==> src/rtl/dsp_pkg.sv <==
// Shared constants, types and helpers of the dense shortest path engine.
package dsp_pkg;

	// Sizing of the weight store and the distance table
	localparam int MAX_NODES     = 16;
	localparam int WEIGHT_BITS   = 16;
	localparam int NODE_BITS     = $clog2(MAX_NODES);
	localparam int MAT_DEPTH     = MAX_NODES * MAX_NODES;
	localparam int MAT_ADDR_BITS = 2 * NODE_BITS;

	// Port field widths
	localparam int IDX_BITS  = 6;
	localparam int CNT_BITS  = 7;
	localparam int WIN_BITS  = 16;
	localparam int DIST_BITS = 24;

	// Path sums carry one bit beyond the wider operand before saturation
	localparam int SUM_BITS = ((DIST_BITS > WEIGHT_BITS) ? DIST_BITS : WEIGHT_BITS) + 1;
	localparam logic [DIST_BITS-1:0] DIST_MAX = {DIST_BITS{1'b1}};

	// Configuration registers
	localparam int ADDR_BITS = 3;
	localparam logic REG_NODE_COUNT = 1'b0;
	localparam logic REG_START_NODE = 1'b1;
	localparam logic [CNT_BITS-1:0] NODE_COUNT_RST = 7'd16;
	localparam logic [IDX_BITS-1:0] START_NODE_RST = 6'd0;

	// Commands from the controller to the datapath
	typedef struct packed {
		logic                 load;       // store the accepted matrix entry
		logic                 init;       // open all nodes, seed the start node
		logic                 scan;       // compare node idx against the running minimum
		logic                 pick;       // close the selected node
		logic                 relax;      // issue a weight read for row best, column idx
		logic                 emit;       // load the result for node idx
		logic                 emit_last;  // node idx is the final node
		logic                 clear;      // drop every stored edge
		logic [NODE_BITS-1:0] idx;
	} dsp_cmd_t;

	// Status from the datapath to the controller
	typedef struct packed {
		logic found;     // an open reached node was seen in the last scan
		logic out_free;  // the result register can take a new result
	} dsp_sts_t;

	// Fit an input weight to the stored weight width
	function automatic logic [WEIGHT_BITS-1:0] wt_fit(input logic [WIN_BITS-1:0] w);
		logic [WEIGHT_BITS-1:0] r;
		r = '0;
		for (int b = 0; b < WEIGHT_BITS; b++) begin
			r[b] = (b < WIN_BITS) ? w[b] : 1'b0;
		end
		return r;
	endfunction

endpackage

==> src/rtl/dsp_wmem.sv <==
// Weight matrix store with per-entry valid bits and registered read.
module dsp_wmem import dsp_pkg::*; (
	input  logic                     clk,
	input  logic                     arst_n,
	input  logic                     wr_en,
	input  logic [MAT_ADDR_BITS-1:0] wr_addr,
	input  logic [WEIGHT_BITS-1:0]   wr_data,
	input  logic                     rd_en,
	input  logic [MAT_ADDR_BITS-1:0] rd_addr,
	input  logic                     clr,
	output logic [WEIGHT_BITS-1:0]   rd_data
);

	logic [WEIGHT_BITS-1:0] mem [MAT_DEPTH];
	logic [MAT_DEPTH-1:0]   vld_q;
	logic [WEIGHT_BITS-1:0] rd_data_q;
	logic                   rd_hit_q;

	// Write the array
	always_ff @(posedge clk) begin
		if (wr_en) begin
			mem[wr_addr] <= wr_data;
		end
	end

	// Track which entries hold an edge since the last clear
	always_ff @(posedge clk or negedge arst_n) begin
		if (!arst_n) begin
			vld_q <= '0;
		end else if (clr) begin
			vld_q <= '0;
		end else if (wr_en) begin
			vld_q[wr_addr] <= 1'b1;
		end
	end

	// Register the read data and its valid bit
	always_ff @(posedge clk) begin
		if (rd_en) begin
			rd_data_q <= mem[rd_addr];
			rd_hit_q  <= vld_q[rd_addr];
		end
	end

	// An entry never written since the last clear reads as no edge
	assign rd_data = rd_hit_q ? rd_data_q : '0;

endmodule

==> src/rtl/dsp_datapath.sv <==
// Datapath: weight store, distance table, minimum scan, relaxation and result register.
module dsp_datapath import dsp_pkg::*; (
	input  logic                 clk,
	input  logic                 arst_n,
	input  dsp_cmd_t             cmd,
	output dsp_sts_t             sts,
	input  logic [NODE_BITS-1:0] start_idx,
	input  logic                 start_ok,
	input  logic [IDX_BITS-1:0]  row_node,
	input  logic [IDX_BITS-1:0]  col_node,
	input  logic [WIN_BITS-1:0]  edge_weight,
	output logic                 out_valid,
	input  logic                 out_ready,
	output logic [IDX_BITS-1:0]  node_index,
	output logic [DIST_BITS-1:0] distance,
	output logic                 reachable,
	output logic                 last_node
);

	logic [DIST_BITS-1:0]     dist_q [MAX_NODES];
	logic [MAX_NODES-1:0]     reached_q;
	logic [MAX_NODES-1:0]     open_q;
	logic                     found_q;
	logic [NODE_BITS-1:0]     best_idx_q;
	logic [DIST_BITS-1:0]     best_d_q;
	logic                     relax_s1;
	logic [NODE_BITS-1:0]     idx_s1;
	logic                     out_valid_q;
	logic [IDX_BITS-1:0]      node_index_q;
	logic [DIST_BITS-1:0]     distance_q;
	logic                     reachable_q;
	logic                     last_node_q;
	logic                     entry_ok;
	logic [MAT_ADDR_BITS-1:0] wr_addr;
	logic [MAT_ADDR_BITS-1:0] rd_addr;
	logic [WEIGHT_BITS-1:0]   rd_w;
	logic [SUM_BITS-1:0]      sum;
	logic [DIST_BITS-1:0]     cand;
	logic                     improve;
	logic                     better;

	// Drop entries whose row or column lies beyond the store
	assign entry_ok = (CNT_BITS'(row_node) < CNT_BITS'(MAX_NODES))
		&& (CNT_BITS'(col_node) < CNT_BITS'(MAX_NODES));
	assign wr_addr = {row_node[NODE_BITS-1:0], col_node[NODE_BITS-1:0]};
	assign rd_addr = {best_idx_q, cmd.idx};

	dsp_wmem u_wmem (
		.clk     (clk),
		.arst_n  (arst_n),
		.wr_en   (cmd.load && entry_ok),
		.wr_addr (wr_addr),
		.wr_data (wt_fit(edge_weight)),
		.rd_en   (cmd.relax),
		.rd_addr (rd_addr),
		.clr     (cmd.clear),
		.rd_data (rd_w)
	);

	// Track the issued weight read in step with its registered read data
	always_ff @(posedge clk or negedge arst_n) begin
		if (!arst_n) begin
			relax_s1 <= 1'b0;
		end else begin
			relax_s1 <= cmd.relax;
		end
	end

	always_ff @(posedge clk) begin
		idx_s1 <= cmd.idx;
	end

	// Form the saturated candidate distance through the selected node
	always_comb begin
		sum     = SUM_BITS'(best_d_q) + SUM_BITS'(rd_w);
		cand    = (sum > SUM_BITS'(DIST_MAX)) ? DIST_MAX : sum[DIST_BITS-1:0];
		improve = relax_s1 && (rd_w != '0)
			&& (!reached_q[idx_s1] || (cand < dist_q[idx_s1]));
	end

	// Compare the scanned node against the running minimum
	assign better = open_q[cmd.idx] && reached_q[cmd.idx]
		&& (!found_q || (dist_q[cmd.idx] < best_d_q));

	// Update the distance table
	always_ff @(posedge clk) begin
		if (cmd.init) begin
			dist_q[start_idx] <= '0;
		end else if (improve) begin
			dist_q[idx_s1] <= cand;
		end
	end

	// Update reached and open flags
	always_ff @(posedge clk or negedge arst_n) begin
		if (!arst_n) begin
			reached_q <= '0;
			open_q    <= '1;
		end else if (cmd.init) begin
			reached_q <= MAX_NODES'(start_ok) << start_idx;
			open_q    <= '1;
		end else begin
			if (improve) begin
				reached_q[idx_s1] <= 1'b1;
			end
			if (cmd.pick) begin
				open_q[best_idx_q] <= 1'b0;
			end
		end
	end

	// Hold the running minimum of the scan
	always_ff @(posedge clk or negedge arst_n) begin
		if (!arst_n) begin
			found_q <= 1'b0;
		end else if (cmd.init || cmd.pick) begin
			found_q <= 1'b0;
		end else if (cmd.scan && better) begin
			found_q <= 1'b1;
		end
	end

	always_ff @(posedge clk) begin
		if (cmd.scan && better) begin
			best_idx_q <= cmd.idx;
			best_d_q   <= dist_q[cmd.idx];
		end
	end

	// Result register: load on emit, drop once the transaction completes
	always_ff @(posedge clk or negedge arst_n) begin
		if (!arst_n) begin
			out_valid_q <= 1'b0;
		end else if (cmd.emit) begin
			out_valid_q <= 1'b1;
		end else if (out_ready) begin
			out_valid_q <= 1'b0;
		end
	end

	always_ff @(posedge clk) begin
		if (cmd.emit) begin
			node_index_q <= IDX_BITS'(cmd.idx);
			distance_q   <= reached_q[cmd.idx] ? dist_q[cmd.idx] : '0;
			reachable_q  <= reached_q[cmd.idx];
			last_node_q  <= cmd.emit_last;
		end
	end

	assign sts.found    = found_q;
	assign sts.out_free = !out_valid_q || out_ready;

	assign out_valid  = out_valid_q;
	assign node_index = node_index_q;
	assign distance   = distance_q;
	assign reachable  = reachable_q;
	assign last_node  = last_node_q;

endmodule

==> src/rtl/dsp_ctrl.sv <==
// Controller: sequences loading, minimum scans, relaxation rounds and result output.
module dsp_ctrl import dsp_pkg::*; (
	input  logic                 clk,
	input  logic                 arst_n,
	input  logic                 in_valid,
	output logic                 in_ready,
	input  logic                 last_entry,
	input  logic [NODE_BITS-1:0] n_last,
	input  dsp_sts_t             sts,
	output dsp_cmd_t             cmd
);

	typedef enum logic [6:0] {
		S_IDLE  = 7'b0000001,
		S_INIT  = 7'b0000010,
		S_SCAN  = 7'b0000100,
		S_PICK  = 7'b0001000,
		S_RELAX = 7'b0010000,
		S_DRAIN = 7'b0100000,
		S_EMIT  = 7'b1000000
	} state_t;

	state_t               state_q, state_d;
	logic [NODE_BITS-1:0] idx_q, idx_d;
	logic                 at_last;

	assign at_last  = (idx_q == n_last);
	assign in_ready = (state_q == S_IDLE);

	// Decode next state and commands
	always_comb begin
		state_d = state_q;
		idx_d   = idx_q;
		cmd     = '0;
		cmd.idx = idx_q;
		case (state_q)
			S_IDLE: begin
				if (in_valid) begin
					cmd.load = 1'b1;
					if (last_entry) begin
						state_d = S_INIT;
					end
				end
			end
			S_INIT: begin
				cmd.init = 1'b1;
				idx_d    = '0;
				state_d  = S_SCAN;
			end
			S_SCAN: begin
				cmd.scan = 1'b1;
				if (at_last) begin
					state_d = S_PICK;
				end else begin
					idx_d = idx_q + 1'b1;
				end
			end
			S_PICK: begin
				idx_d = '0;
				if (sts.found) begin
					cmd.pick = 1'b1;
					state_d  = S_RELAX;
				end else begin
					state_d = S_EMIT;
				end
			end
			S_RELAX: begin
				cmd.relax = 1'b1;
				if (at_last) begin
					state_d = S_DRAIN;
				end else begin
					idx_d = idx_q + 1'b1;
				end
			end
			S_DRAIN: begin
				idx_d   = '0;
				state_d = S_SCAN;
			end
			S_EMIT: begin
				if (sts.out_free) begin
					cmd.emit      = 1'b1;
					cmd.emit_last = at_last;
					if (at_last) begin
						cmd.clear = 1'b1;
						state_d   = S_IDLE;
					end else begin
						idx_d = idx_q + 1'b1;
					end
				end
			end
			default: begin
				state_d = S_IDLE;
			end
		endcase
	end

	// Advance state and node counter
	always_ff @(posedge clk or negedge arst_n) begin
		if (!arst_n) begin
			state_q <= S_IDLE;
			idx_q   <= '0;
		end else begin
			state_q <= state_d;
			idx_q   <= idx_d;
		end
	end

endmodule

==> src/rtl/dense_shortest_path_engine.sv <==
// Top level of the dense shortest path engine: configuration registers and core wiring.
//
// Matrix entries (row_node, col_node, edge_weight) are taken one per transaction, one
// every cycle while loading; a zero weight means no edge and entries outside the store
// are dropped. The transaction with last_entry set starts a Dijkstra search from
// start_node over the first node_count nodes (clamped to 1..MAX_NODES). With n nodes in
// use, each round is a minimum scan over the n nodes, a pick of the selected node, a row
// read of its n weights from the weight store and a drain state, each scan or read step
// handling one node per cycle; there is one round per reachable node plus a final empty
// scan, after one setup state. Then n results stream out, one per cycle when out_ready
// stays high, and the weight store is emptied in the same cycle as the last result is
// loaded.
// No input is taken from the last entry until the final result is loaded.
module dense_shortest_path_engine import dsp_pkg::*; (
	input  logic                 clk,
	input  logic                 arst_n,
	// Configuration
	input  logic                 psel,
	input  logic                 penable,
	input  logic                 pwrite,
	input  logic [ADDR_BITS-1:0] paddr,
	input  logic [31:0]          pwdata,
	output logic [31:0]          prdata,
	output logic                 pready,
	// Matrix entries
	input  logic                 in_valid,
	output logic                 in_ready,
	input  logic [IDX_BITS-1:0]  row_node,
	input  logic [IDX_BITS-1:0]  col_node,
	input  logic [WIN_BITS-1:0]  edge_weight,
	input  logic                 last_entry,
	// Distance results
	output logic                 out_valid,
	input  logic                 out_ready,
	output logic [IDX_BITS-1:0]  node_index,
	output logic [DIST_BITS-1:0] distance,
	output logic                 reachable,
	output logic                 last_node
);

	logic [CNT_BITS-1:0]  node_count_q;
	logic [IDX_BITS-1:0]  start_node_q;
	logic [CNT_BITS-1:0]  n_used;
	logic [NODE_BITS-1:0] n_last;
	logic                 start_ok;
	logic                 wr_en;
	dsp_cmd_t             cmd;
	dsp_sts_t             sts;

	assign pready = 1'b1;
	assign wr_en  = psel && penable && pwrite;

	// Write configuration registers
	always_ff @(posedge clk or negedge arst_n) begin
		if (!arst_n) begin
			node_count_q <= NODE_COUNT_RST;
			start_node_q <= START_NODE_RST;
		end else if (wr_en) begin
			case (paddr[2])
				REG_NODE_COUNT: node_count_q <= pwdata[CNT_BITS-1:0];
				REG_START_NODE: start_node_q <= pwdata[IDX_BITS-1:0];
				default: ;
			endcase
		end
	end

	// Read back configuration registers
	always_comb begin
		case (paddr[2])
			REG_NODE_COUNT: prdata = 32'(node_count_q);
			REG_START_NODE: prdata = 32'(start_node_q);
			default:        prdata = '0;
		endcase
	end

	// Clamp the node count and check the start node against it
	always_comb begin
		if (node_count_q == '0) begin
			n_used = CNT_BITS'(1);
		end else if (node_count_q > CNT_BITS'(MAX_NODES)) begin
			n_used = CNT_BITS'(MAX_NODES);
		end else begin
			n_used = node_count_q;
		end
		n_last   = NODE_BITS'(n_used - 1'b1);
		start_ok = CNT_BITS'(start_node_q) < n_used;
	end

	dsp_ctrl u_ctrl (
		.clk        (clk),
		.arst_n     (arst_n),
		.in_valid   (in_valid),
		.in_ready   (in_ready),
		.last_entry (last_entry),
		.n_last     (n_last),
		.sts        (sts),
		.cmd        (cmd)
	);

	dsp_datapath u_datapath (
		.clk         (clk),
		.arst_n      (arst_n),
		.cmd         (cmd),
		.sts         (sts),
		.start_idx   (start_node_q[NODE_BITS-1:0]),
		.start_ok    (start_ok),
		.row_node    (row_node),
		.col_node    (col_node),
		.edge_weight (edge_weight),
		.out_valid   (out_valid),
		.out_ready   (out_ready),
		.node_index  (node_index),
		.distance    (distance),
		.reachable   (reachable),
		.last_node   (last_node)
	);

endmodule
==> config.mk <==
export PLATFORM = sky130hd
export DESIGN_NAME = dense_shortest_path_engine
export DESIGN_NICKNAME = d
export VERILOG_FILES = /design/src/rtl/dsp_pkg.sv /design/src/rtl/dsp_wmem.sv /design/src/rtl/dsp_datapath.sv /design/src/rtl/dsp_ctrl.sv /design/src/rtl/dense_shortest_path_engine.sv
export SDC_FILE = /design/constraint.sdc
export NUM_CORES = 2
export LEC_CHECK = 0
export BUFFER_PORTS_ARGS = -buffer_cell sky130_fd_sc_hd__clkbuf_2
export CAP_MARGIN = 20
export CELL_PAD_IN_SITES_DETAIL_PLACEMENT = 1
export CELL_PAD_IN_SITES_GLOBAL_PLACEMENT = 2
export CORE_ASPECT_RATIO = 0.9
export CORE_MARGIN = 2
export CORE_UTILIZATION = 45
export DETAILED_ROUTE_END_ITERATION = 10
export HOLD_SLACK_MARGIN = 0.12
export MAX_ROUTING_LAYER = met4
export PLACE_DENSITY_LB_ADDON = 0.1
export SYNTH_ARGS = -nofsm -noshare
export SYNTH_HDL_FRONTEND = slang
export SYNTH_HIERARCHICAL = 1
export SYNTH_MEMORY_MAX_BITS = 65536
export SYNTH_SLANG_ARGS = --single-unit
==> constraint.sdc <==
create_clock -name clk -period 6.2 [get_ports clk]
set_input_delay 0.31 -clock clk [delete_from_list [all_inputs] [get_ports clk]]
set_output_delay 0.31 -clock clk [all_outputs]
set_load 0.01 [all_outputs]
# --- Word-level counts from Yosys, hierarchy flattened ---
# Memory sizes are Yosys's and may differ from the RTL's. A register that Yosys moved wholly into a read port is not among the register bits.
# Cells that the tools add are included.
word_totals:
  memories: 2
  ramBits: 4480
  latch_bits: 0
  inputBits: 71
  mem_bits_ro: 0
  register_bits: 378
op_classes:
  bitwise: 5
  shifts: 1
  mux: 60
  n_reduce_logical: 36
  magnitude_cmp: 15
  add_sub_neg: 3
  div: 0
  n_eq_ne: 14
  mul: 0
memory_table:
  columns: ["memory", "depth", "width", "read_ports", "rd_clocked_by_memory_dff", "write_ports", "line", "source"]
  rows:
  - ["u_datapath.u_wmem.mem", 256, 16, 1, 1, 1, "dsp_wmem.sv:14", "logic [WEIGHT_BITS-1:0] mem [MAT_DEPTH];"]
  - ["u_datapath.dist_q", 16, 24, 2, 1, 1, "dsp_datapath.sv:20", "logic [DIST_BITS-1:0] dist_q [MAX_NODES];"]
op_table:
  columns: ["operator", "n"]
  rows:
  - ["$mux W256", 2]
  - ["$or A256 B256 Y256", 1]
  - ["$mux W16", 5]
  - ["$pmux W32 S2", 1]
  - ["$mux W7", 9]
  - ["$lt A24 B24 Y1", 2]
  - ["$mux W24", 2]
  - ["$pmux W7 S6", 1]
  - ["$mux W1", 27]
  - ["$add A24 B16 Y25", 1]
  - ["$gt A25 B24 Y1 const B", 1]
  - ["$reduce_or A24 Y1", 1]
  - ["$lt A8 B9 Y1 const B", 2]
  - ["$and A16 B16 Y16", 1]
  - ["$not A16 Y16", 1]
  - ["$or A16 B16 Y16", 1]
  - ["$reduce_bool A16 Y1", 1]
  - ["$shl A1 B4 Y16", 1]
  - ["$lt A4 B5 Y1 const B", 3]
  - ["$bmux W1 S4", 3]
  - ["$logic_and A1 B1 Y1", 12]
  - ["$lt A6 B5 Y1 const B", 2]
  - ["$mux W4", 3]
  - ["$pmux W4 S3", 1]
  - ["30 further kinds", 50]

# --- Logic depth before layout (Yosys ltp) ---
logic_depth:
  ltp_word: 12
  mapped_depth: 22
  depth_no_buf: 19

# --- Hierarchy ---
# The synthesis kept the hierarchy.
by_module_without_submodules:
  columns: ["module", "area_per_inst_um2", "seq_area_each_um2", "n_inst", "cells_each"]
  rows:
  - ["dsp_wmem", 169163.5, 129914.6, 1, 8181]
  - ["dsp_datapath", 23876.6, 14248.7, 1, 1351]
  - ["dense_shortest_path_engine", 994.7, 326.6, 1, 88]
  - ["dsp_ctrl", 795.8, 276.5, 1, 85]

# --- Worst setup path before layout ---
# OpenSTA, ideal clock, no wires.
synth_path:
  path_type: "register -> register"
  startpoint: "register u_datapath.u_wmem.rd_hit_q"
  endpoint: "memory u_datapath.dist_q[1][0], enable pin"
  path_stages_with_launch: 23
  period_less_slack_ns: 6.364
  path_buffers: 4
  path_slack_ns: -0.164
  t_required_ns: 5.758
  arrival_ns: 5.922
  path_cell_list: "edfxtp_1 -> and2_1 -> ha_1 -> inv_1 -> fa_1 -> nand2b_1 -> a21o_1 -> a2111oi_2 -> nor4_4 -> or2_1 -> clkbuf_1 -> buf_2 -> a31oi_1 -> ha_1 -> a211oi_1 -> nor2_1 -> a211oi_1 -> o211ai_1 -> o21ai_1 -> o211ai_2 -> buf_6 -> buf_6 -> o31ai_1"
synth_between:
  elab_chain_cells: 12
  elab_cells_between_ends: 15
synth_lines:
  columns: ["item", "line", "source"]
  rows:
  - ["from (decl)", "dsp_wmem.sv:17", "logic rd_hit_q;"]
  - ["from (signal assigned)", "dsp_wmem.sv:41", "rd_hit_q <= vld_q[rd_addr];"]
  - ["$mux W16 *", "dsp_wmem.sv:46", "assign rd_data = rd_hit_q ? rd_data_q : '0;"]
  - ["net u_datapath.rd_w[0]", "dsp_datapath.sv:36", "logic [WEIGHT_BITS-1:0] rd_w;"]
  - ["$add A24 B16 Y25", "dsp_datapath.sv:75", "sum = SUM_BITS'(best_d_q) + SUM_BITS'(rd_w);"]
  - ["$gt A25 B24 Y1", "dsp_datapath.sv:76", "cand = (sum > SUM_BITS'(DIST_MAX)) ? DIST_MAX : sum[DIST_BITS-1:0];"]
  - ["$mux W24", "dsp_datapath.sv:76", null]
  - ["$lt A24 B24 Y1", "dsp_datapath.sv:78", "&& (!reached_q[idx_s1] || (cand < dist_q[idx_s1]));"]
  - ["$logic_or A1 B1 Y1", "dsp_datapath.sv:78", null]
  - ["$logic_and A1 B1 Y1 *", "dsp_datapath.sv:78", null]
  - ["$mux W1 *", "dsp_datapath.sv:89", "end else if (improve) begin"]
  - ["$mux W1 *", "dsp_datapath.sv:87", "if (cmd.init) begin"]
  - ["$mux W1 (not written as such) *", "dsp_datapath.sv:90", "dist_q[idx_s1] <= cand;"]
  - ["$reduce_or A24 Y1 (no source line)", null, null]
  - ["$mux W4 (no source line) / $mux W1 (equally long branches)", null, null]
  - ["to (decl)", "dsp_datapath.sv:20", null]
# The timed path passes the listed nets; every way through them passes the cells marked *.

# --- Worst setup path after layout ---
layout_path:
  startpoint: "register u_datapath.u_wmem.rd_hit_q"
  endpoint: "memory u_datapath.dist_q[11][3], enable pin"
# The elaborated chain is that of the path after synthesis.

==> impl_metrics.yaml <==
die:
  core-area_mm2: 0.432
  dieWidth_um: 698
  io_pins: 138
  start_util: 0.451
  rows: 229
  die_area_mm2: 0.438
  die_h_um: 628
pwr:
  p_int_w: 0.0622
  p_per_area_mw_per_mm2: 390
  swShare: 0.285
  power_switching_w: 0.0248
  totalPowerFinal_w: 0.0870
  power.share.sequential: 0.422
  ir_worst_vdd_v: 0.000370
  clkPwrFrac: 0.354
  p_leak_nw: 71.9
  combPwrFrac: 0.224
timing:
  drv_slew: 0
  hold_violations: 0
  layout_worst_path_cycle_share: 0.949
  final-setup-viol-count: 0
  clock_skew_ns: 0.0357
  whs_ns: 0.178
  layout_min_cycle_time_ns: 5.88
  tns_ns: 0
  slew_headroom: 0.150
  tightestPinTransition_ns: 1.28
  fin_ws_ns: 0.317
  fmax_ghz: 0.170
critical_path:
  critPathLaunch: "u_datapath/u_wmem/rd_hit_q$_DFFE_PP_"
  end_kind: "register"
  crit_path_max_fanout: 40
  critPathArrivalTime_ns: 6.62
  crit_type: "register to register"
  crit_path_start_kind: "register"
  r2r-start: "u_datapath/u_wmem/rd_hit_q$_DFFE_PP_"
  cp.required_ns: 6.94
drt:
  totalWireLength_um: 594000
  drt_first_iter_violations: 12200
  drc: 0
  via_count: 103000
  wl_per_cell_um: 35.8
  viasPerCell: 6.22
  first_pass_iters: 5
  ant_nets: 0
finish:
  regArea_mm2: 0.145
  drive_gt1_frac: 0.265
  design_area_mm2: 0.223
  fillers: 38200
  flow.area_growth_from_synthesis_pct: 14.6
  multi_input_area_mm2: 0.0468
  fin_nets: 10500
synthesis:
  synth_commonest_cells: "4555 x edfxtp_1, 1112 x mux4_2, 785 x nor2_1"
  yosysMostFrequentCell: "edfxtp_1"
  avgSynthCellArea_um2: 20.1
  synthesis.area_mm2: 0.195
  synth_seq_cells: 4874
  synth_edf_count: 4555
  async_flop_share: 0.0646
  yosys.area.top_type: "edfxtp_1"
  yosysTopAreaCellShare: 0.702
  seq_area_frac_synth: 0.743
  yosys-top-cells-area: "edfxtp_1 70%, mux4_2 13%, dfrtp_1 3.8%"
  syn_inst: 9705
  yosysWarningCount: 6
  synthDistinctLibCells: 95
  synth_ff_type: "edfxtp_1"
grt:
  antenna_found_initial: 46
  globalRouteTotalUtil: 0.276
  grt_pass1_vias: 106000
  grt_pass1_wl_um: 834000
  grt_start_max_net_pins: 176
  overflow: 0
cts:
  clock_latency_ns: 1.06
  clock_tree.root_cell: "clkbuf_16"
  htreeDepth: 6
  cts_tree: "yes"
  clk_pin_slew_ns: 0.06
  cts_buffer_depth: 4
  cts.sinks: 4874
  numCtsBuffers: 526
worst_hold_path:
  hp-class: "primary input to register"
  min-delay-start: "row_node[3]"
placed_design:
  place.gp.congestion: 0.873
  placement.io_buffers: 82
  place_hpwl_um: 357000
  post-place-ws_ns: 0.0147
  place_area_mm2: 0.205
status:
  status: "complete, no violations"
flow_run:
  drv_cap: 0
[path summary, 6_finish.rpt]
| path | to | slack, ns | cells after the start |
|---|---|---|---|
| worst max-delay path | u_datapath/dist_q[11][3]$_DFFE_PP_ | 0.32 | 20 |
| worst min-delay path | u_datapath/u_wmem/mem[209][0]$_DFFE_PP_ | 0.18 | 4 |
| worst max register to register | u_datapath/dist_q[11][3]$_DFFE_PP_ | 0.32 | 20 |
| worst min register to register | u_datapath/open_q[0]$_DFFE_PN1N_ | 0.47 | 2 |
| max in group asynchronous | u_datapath/u_wmem/vld_q[33]$_DFFE_PN0P_ | 4.80 | 4 |
| min in group asynchronous | u_datapath/u_wmem/vld_q[182]$_DFFE_PN0P_ | 0.53 | 4 |
[repair_timing]
action                                 4_1_cts  5_1_grt
endpoints found under the hold margin     1818        0
pin swaps                                    1        4
setup endpoints to repair                  133      384
hold buffers                                53        0
cloned                                       0        3
resized for setup                            0        1
setup buffers                                1        6
[flip-flops by register name (all words and copies together) (netlist names), 6 cells and up]
register and flops:
u_datapath/u_wmem/vld_q 256, u_datapath/open_q 16, u_datapath/distance 24, node_count_q 7
u_datapath/u_wmem/mem 4096, u_datapath/dist_q 384, u_datapath/u_wmem/rd_data_q 16, u_ctrl/state_q 7
u_datapath/best_d_q 24, start_node_q 6, u_datapath/reached_q 16
[worst max-delay path, cell delays in order, from the launching register on]
cell	delay (ns)
edfxtp_1	0.49
buf_4	0.19
and2_1	0.15
ha_1	0.37
o21a_1	0.21
o211ai_2	0.22
a211oi_1	0.13
nor4_4	0.52
or2_2	0.39
buf_4	0.26
o21ai_0	0.15
ha_1	0.37
a41o_1	0.25
a221oi_1	0.37
o32ai_1	0.13
o21ai_1	0.25
o211ai_4	0.15
buf_12	0.25
o32ai_4	0.28
buf_12	0.17
buf_12	0.19
[logic make-up after synthesis]
group	share of synthesized area
AOI/OAI and AO/OA	0.0393
other	0.0000578
buffers and inverters	0.0216
adders and majority gates	0.00453
xor gates and xnor gates	0.000809
muxes	0.160
and+or+nand+nor	0.0303
DFF	0.743
[cell type report]
class / count / area share
multi-input cells: 4160 / 0.210
inverters: 70 / 0.00123
clock inverters: 230 / 0.00955
repair buffers: 757 / 0.0329
well taps: 5775 / 0.0324
diodes: 19 / 0.000213
flip-flops and latches: 4874 / 0.649
clock buffers: 725 / 0.0654
[layout by cell type, fill, tap and decap left out, drive strengths merged, types with 54 or more instances in the layout]
| cell | count |
|---|---|
| nand2 | 120 |
| mux2i | 534 |
| edfxtp | 4555 |
| clkinv | 169 |
| buf | 635 |
| nor2 | 785 |
| o221ai | 260 |
| a22o | 54 |
| o22ai | 121 |
| mux4 | 1134 |
| nor3 | 91 |
| nand3 | 65 |
| dfrtp | 297 |
| a221oi | 74 |
| a22oi | 73 |
| clkbuf | 795 |
| o21ai | 97 |
| ha | 69 |
| a21oi | 198 |
| inv | 92 |
[through the flow]
step	std cells	utilization
floorplan	9731	-
global placement	15500	0.474
detailed placement	15600	0.476
CTS	16600	0.516
global route	16600	0.517
finish	16600	0.517
[power groups by stage]
stage,Clock [W],Sequential [W],Combinational [W]
after global routing,0.0326,0.0367,0.0206
final,0.0308,0.0367,0.0195
after detailed placement,0,0.0374,0.0196
after global placement,0,0.0374,0.0194
after floorplan,0,0.0370,0.0139
after CTS,0.0313,0.0367,0.0197
[layer usage]
| layer | GRT usage | share of wire | vias up |
|---|---|---|---|
| met3 | 0.0373 | 0.067 | 776 |
| met5 | - | 0 | - |
| li1 | - | - | 41700 |
| met4 | 0.0733 | 0.029 | 0 |
| met1 | 0.394 | 0.43 | 56900 |
| met2 | 0.423 | 0.47 | 3943 |
Power figures use the tool's default switching activity.
